**config.mk**
```make
export PLATFORM = sky130hd
export DESIGN_NAME = mmh64_ctrl
export DESIGN_NICKNAME = d
export VERILOG_FILES = /design/src/design/mmh64_pkg.sv /design/src/design/mmh64_ctrl.sv
export VERILOG_INCLUDE_DIRS = /design/src /design/src/design
export SDC_FILE = /design/constraint.sdc
export NUM_CORES = 1
export LEC_CHECK = 0
export BUFFER_PORTS_ARGS = -buffer_cell sky130_fd_sc_hd__buf_2
export CELL_PAD_IN_SITES_DETAIL_PLACEMENT = 0
export CELL_PAD_IN_SITES_GLOBAL_PLACEMENT = 1
export CORE_MARGIN = 10
export CORE_UTILIZATION = 25
export CTS_BUF_LIST = sky130_fd_sc_hd__clkbuf_4 sky130_fd_sc_hd__clkbuf_8 sky130_fd_sc_hd__clkbuf_16
export CTS_CLUSTER_SIZE = 30
export DETAILED_ROUTE_END_ITERATION = 10
export GPL_ROUTABILITY_DRIVEN = 0
export PLACE_DENSITY_LB_ADDON = 0.3
export SLEW_MARGIN = 10
export SYNTH_ARGS = -nofsm -noshare
export SYNTH_HDL_FRONTEND = slang
export SYNTH_SLANG_ARGS = --single-unit
```
**constraint.sdc**
```tcl
create_clock -name clk -period 1.8 [get_ports clk]
set_clock_uncertainty 0.05 [all_clocks]
set_input_delay 0.09 -clock clk [delete_from_list [all_inputs] [get_ports clk]]
set_output_delay 0.09 -clock clk [all_outputs]
set_load 0.05 [all_outputs]
```
**src/design/multiply_mix_hash64_core_assert.svh**
```systemverilog
// Assertion macros for the multiply-mix hash core.
`ifndef MULTIPLY_MIX_HASH64_CORE_ASSERT_SVH
`define MULTIPLY_MIX_HASH64_CORE_ASSERT_SVH
`ifndef NO_ASSERTIONS
`define MMH_ASSERT_IMPL(label, clk, rst_n, prop, msg) \
    label: assert property (@(posedge clk) disable iff (!rst_n) prop) else $error(msg);
`define MMH_ASSERT_NEXT(label, clk, rst_n, cond, prop, msg) \
    label: assert property (@(posedge clk) disable iff (!rst_n) cond |=> prop) else $error(msg);
`else
`define MMH_ASSERT_IMPL(label, clk, rst_n, prop, msg)
`define MMH_ASSERT_NEXT(label, clk, rst_n, cond, prop, msg)
`endif
`endif

```
**src/design/mmh64_pkg.sv**
```systemverilog
// Shared types and constants for the multiply-mix hash core.
package mmh64_pkg;
    localparam logic [63:0] P0 = 64'hA0761D6478BD642F;
    localparam logic [63:0] P1 = 64'hE7037ED1A0B428DB;
    localparam logic [63:0] P2 = 64'h8EBC6AF09C88C6E3;
    localparam logic [63:0] P3 = 64'h589965CC75374CC3;

    // configuration register index
    localparam logic REG_SEED = 1'b0;

    // multiplier operand select
    localparam logic [2:0] OP_LANE_A = 3'd0;
    localparam logic [2:0] OP_LANE_B = 3'd1;
    localparam logic [2:0] OP_CHUNK  = 3'd2;
    localparam logic [2:0] OP_FIN1   = 3'd3;
    localparam logic [2:0] OP_FIN2   = 3'd4;

    typedef struct packed {
        logic       take;      // latch incoming word and update window
        logic       mul_go;    // load multiplier operands and start
        logic [2:0] op;        // which mix is running
        logic       mul_done;  // write multiplier result back
        logic       out_load;  // load output register
    } mmh_cmd_t;

    typedef struct packed {
        logic need_mix;   // latched word needs a mix
        logic is_last;    // latched word ends the message
        logic [2:0] op;   // mix kind for the latched word
        logic mul_done;   // multiplier result is ready
    } mmh_stat_t;
endpackage

```
**src/design/mmh64_ctrl.sv**
```systemverilog
// Controller state machine for the multiply-mix hash core.
`include "multiply_mix_hash64_core_assert.svh"
module mmh64_ctrl (
    input  logic                clk,
    input  logic                rst_n,
    input  logic                in_valid,
    output logic                in_ready,
    input  logic                out_free,
    input  mmh64_pkg::mmh_stat_t stat,
    output mmh64_pkg::mmh_cmd_t  cmd
);
    import mmh64_pkg::*;

    localparam logic [2:0] S_IDLE = 3'd0;
    localparam logic [2:0] S_DEC  = 3'd1;
    localparam logic [2:0] S_MUL  = 3'd2;
    localparam logic [2:0] S_F1   = 3'd3;
    localparam logic [2:0] S_F2   = 3'd4;
    localparam logic [2:0] S_OUT  = 3'd5;

    logic [2:0] state_reg, state_next;
    logic [2:0] op_reg, op_next;

    always_ff @(posedge clk or negedge rst_n)
    begin
        if (!rst_n)
        begin
            state_reg <= S_IDLE;
            op_reg <= OP_CHUNK;
        end
        else
        begin
            state_reg <= state_next;
            op_reg <= op_next;
        end
    end

    assign in_ready = (state_reg == S_IDLE);

    always_comb
    begin
        state_next = state_reg;
        op_next = op_reg;
        cmd = '0;
        cmd.op = op_reg;
        unique case (state_reg)
            S_IDLE:
            begin
                if (in_valid)
                begin
                    cmd.take = 1'b1;
                    state_next = S_DEC;
                end
            end
            S_DEC:
            begin
                if (stat.need_mix)
                begin
                    cmd.mul_go = 1'b1;
                    cmd.op = stat.op;
                    op_next = stat.op;
                    state_next = S_MUL;
                end
                else if (stat.is_last)
                begin
                    cmd.mul_go = 1'b1;
                    cmd.op = OP_FIN1;
                    op_next = OP_FIN1;
                    state_next = S_F1;
                end
                else
                begin
                    state_next = S_IDLE;
                end
            end
            S_MUL:
            begin
                if (stat.mul_done)
                begin
                    cmd.mul_done = 1'b1;
                    if (stat.is_last)
                    begin
                        state_next = S_DEC;
                    end
                    else
                    begin
                        state_next = S_IDLE;
                    end
                end
            end
            S_F1:
            begin
                if (stat.mul_done)
                begin
                    cmd.mul_go = 1'b1;
                    cmd.op = OP_FIN2;
                    op_next = OP_FIN2;
                    state_next = S_F2;
                end
            end
            S_F2:
            begin
                if (stat.mul_done)
                begin
                    state_next = S_OUT;
                end
            end
            S_OUT:
            begin
                if (out_free)
                begin
                    cmd.out_load = 1'b1;
                    state_next = S_IDLE;
                end
            end
            default:
            begin
                state_next = S_IDLE;
            end
        endcase
    end

    `MMH_ASSERT_NEXT(a_take_dec, clk, rst_n, cmd.take, (state_reg == S_DEC), "take not followed by decode")
    `MMH_ASSERT_IMPL(a_one_cmd, clk, rst_n, !(cmd.take && cmd.out_load), "take and output load together")
    `MMH_ASSERT_NEXT(a_f1_f2, clk, rst_n, (state_reg == S_F1) && stat.mul_done, (state_reg == S_F2), "final mix order broken")
endmodule

```
[Word-level counts from Yosys, hierarchy flattened]
Cells that the tools add are included.
Cells by class
  mux-type cells: 22
  equality and inequality tests: 11
  reduce and logical (&&, ||, !) cells: 4
Operators by type and width (count)
  $mux W3: 8
  $pmux W3 S6: 1
  $mux W4: 3
  $ne A2 B2 Y1 const B: 5
  $pmux W4 S2: 1
  $mux W1: 7
  $eq A3 B2 Y1 const B: 2
  $eq A3 B3 Y1 const B: 2
  $pmux W3 S2: 1
  $reduce_and A5 Y1: 1
  $eq A3 B1 Y1 const B: 1
  $logic_not A3 Y1: 1
  $ne A3 B3 Y1 const B: 1
  $reduce_and A3 Y1: 1
  $mux W2: 1
  $reduce_bool A2 Y1: 1
Word-level totals
  input bits: 10
  register bits after elaboration: 6
  logic and storage cells: 39
  output and inout bits: 8

[Longest topological paths before layout]
  depth in word-level cells: 3
  gate-level depth with buffers: 4
  mapped depth without buffers: 3

[Least setup slack after synthesis]
Ideal clock, no wire load.
  path kind: register -> output
  from: register state_reg[0]
  to: output port cmd[6] (netlist name)
  data arrival time: 2.183 ns
  buffers on the path: 1
  path slack: -0.523 ns
  data required time: 1.660 ns
  cell stages (with the launch flop): 4
  cell sequence: dfrtp_1 > buf_4 > nor3_1 > and2_1
RTL lines
  start, declared: line mmh64_ctrl.sv:21  | logic [2:0] state_reg, state_next;
  start signal, assigned: line mmh64_ctrl.sv:33  | state_reg <= state_next;
  end, declared: line mmh64_ctrl.sv:10  | output mmh64_pkg::mmh_cmd_t cmd

==> run_results.csv <==
group,metric,value,unit
finish,fillerInstances,172,
placement,hpwl,873,um
run_status,outcome,"finished clean",
critical_path,cp-startpoint,"state_reg[2]",
floorplan,num_rows,14,
grt,antenna_found_initial,0,
synth,syn_area_per_cell,10.4,um^2
drt,wl_per_cell,13.8,um
critical_path,cp_data_required_time,1.66,ns
critical_path,crit_chain,"nor2_4, o211a_4, o221a_1, buf_2",
drt,drc,0,
drt,firstDrtPassIters,4,
critical_path,arrival,1.53,ns
critical_path,r2r_end,"op_reg[0]",
floorplan,die_area,3680,um^2
job,drv_cap,0,
critical_path,r2r-start,"state_reg[2]",
cts,cts_buffer_depth,2,
min_path,whs_path_depth,3,
cts,cts_tree,"built",
cts,numCtsBuffers,3,
floorplan,die_y,60.7,um
cts,clock_sinks,6,
drt,via_count,397,
cts,clkSlewWorstSetupHoldPaths,0.05,ns
synth,yosysUniqueCellTypes,22,
sta,fin_crit_sh,0.926,
finish,final_layout_size_suffix_gt1_frac,0.550,
critical_path,start_kind,"flip-flop",
sta,finalSetupViolations,0,
grt,grt_pass1_wl,1.94,mm
drt,drt-initial-drc-count,4,
grt,grt-ovfl-total,0,
critical_path,worstSetupPathType,"flip-flop to output pin",
drt,routed_via_density,5.22,
synth,syn_inst,40,
synth,ys_seq_elements,6,
sta,slew_violations,0,
min_path,worstHoldPathType,"input pin to flip-flop",
synth,async_reset_ff_frac,1.00,
floorplan,core,1540,um^2
critical_path,critPathSlowestCell,"dfrtp_2",
synth,syn_area,414,um^2
sta,fin_hold_ws,0.0665,ns
finish,areaGrowthSynthToFinish,37.2,%
cts,clockRootBuffer,"clkbuf_4",
drt,routed_wl,1.05,mm
sta,grt_setup_unrepaired,"no",
drt,drtAntennaViolNets,0,
critical_path,worstRegToRegCells,3,
critical_path,critPathMaxFanout,8,
sta,finalHoldViolCount,0,
sta,clock.fmax,600,MHz
synth,yosysSeqAreaShare,0.366,
synth,yosys_warnings,0,
synth,synthFlopType,"dfrtp_1",
sta,max_slew.worst_pin.slew,0.252,ns
finish,n_antenna_cell,0,
cts,clk_latency,0.25,ns
sta,period_needed,1.67,ns
critical_path,critPathMaxStageDelay,0.46,ns
finish,nets,71,
critical_path,endpoint,"cmd[3]",
sta,relSlewSlack,0.833,
placement,io_buffers,17,
grt,grt.total_usage,0.0704,
synth,synth_edf_count,0,
floorplan,start_util,0.269,
grt,first_global_vias,429,
grt,grt_max_degree,13,
critical_path,endpoint_kind,"output pin",
cts,htree_levels,1,
floorplan,die_w,60.7,um
synth,synth_nets,50,
floorplan,ios,18,
critical_path,reg2reg_slack,0.58,ns
[metrics by stage]
step,setup TNS [ns],cell area (um^2),worst slack (ns),utilization,std cells
CTS,0,559,0.0696,0.363,76
detailed placement,0,519,0.356,0.337,71
floorplan,-0.0531,429,-0.0531,-,40
finish,0,568,0.133,0.369,76
global route,0,568,0.0393,0.369,76
global placement,0,519,0.332,0.337,71
[kinds of logic after synthesis]
group | after synthesis | synth area share
buffers and inverters | 5 | 0.0634
DFF | 6 | 0.366
AOI/OAI and AO/OA | 12 | 0.278
and+or+nand+nor | 17 | 0.293
[cells in the final DEF, fill, tap and decap left out, drive strengths merged]
| master | count |
|---|---|
| buf | 15 |
| clkbuf | 6 |
| dfrtp | 5 |
| o221a | 4 |
| inv | 3 |
| o221ai | 3 |
| nand2 | 3 |
| nor3b | 3 |
| nor2 | 3 |
| o21ai | 2 |
| o211a | 1 |
| nand3 | 1 |
| nand4b | 1 |
| nor3 | 1 |
| o211ai | 1 |
| nand2b | 1 |
| and2 | 1 |
| nand3b | 1 |
| nor2b | 1 |
| a311oi | 1 |
| and4bb | 1 |
| dlygate4sd3 | 1 |
| dfstp | 1 |
[worst max-delay path: cells and delay by family (launching register included)]
kind	cells	cell delay (ns)
AO/OA/AOI/OAI	2	0.38
buffers and inverters	1	0.25
flip-flops	1	0.46
AND/OR/NAND/NOR	1	0.17
[cells in the mapped netlist, drive strengths merged (2+ instances only)]
master / count / area (um^2)
dfrtp: 5 / 125
o221a: 4 / 45.0
inv: 3 / 11.3
nand2: 3 / 11.3
nor2: 3 / 18.8
nor3b: 3 / 22.5
o221ai: 3 / 26.3
buf: 2 / 15.0
o21ai: 2 / 10.0
[worst min-delay path by stage]
stage	startpoint	to	slack, ns
2_1_floorplan	rst_n	op_reg[0]	-0.26
5_1_grt	stat[2]	op_reg[1]	0.08
4_1_cts	in_valid	state_reg[0]	0.06
3_3_place_gp	rst_n	state_reg[0]	-0.13
6_report	in_valid	state_reg[0]	0.07
3_5_place_dp	rst_n	state_reg[0]	-0.13
[layout make-up]
class / instances / area [um^2] / share of cell area
tap: 16 / 20.0 / 0.0352
sequential: 6 / 155 / 0.273
inverter: 3 / 11.3 / 0.0198
timing repair buffer: 18 / 100 / 0.176
clock buffer: 4 / 30.0 / 0.0529
multi-input combinational: 29 / 251 / 0.443
[per-layer routing]
metal	track usage	wire, um
met5	0	0
met4	0.0282	17
met3	0.0438	117
met1	0.0815	449
met2	0.102	463
[repair_timing]
item,CTS,global route
endpoints found under the hold margin,6,0
hold buffers,1,0
endpoints found under the setup margin,0,4
resized for setup,0,5
setup buffers,0,0
Power is left out: the tool's default activity adds up to more than one toggle a clock period on the data nets, which glitch-free logic cannot reach.
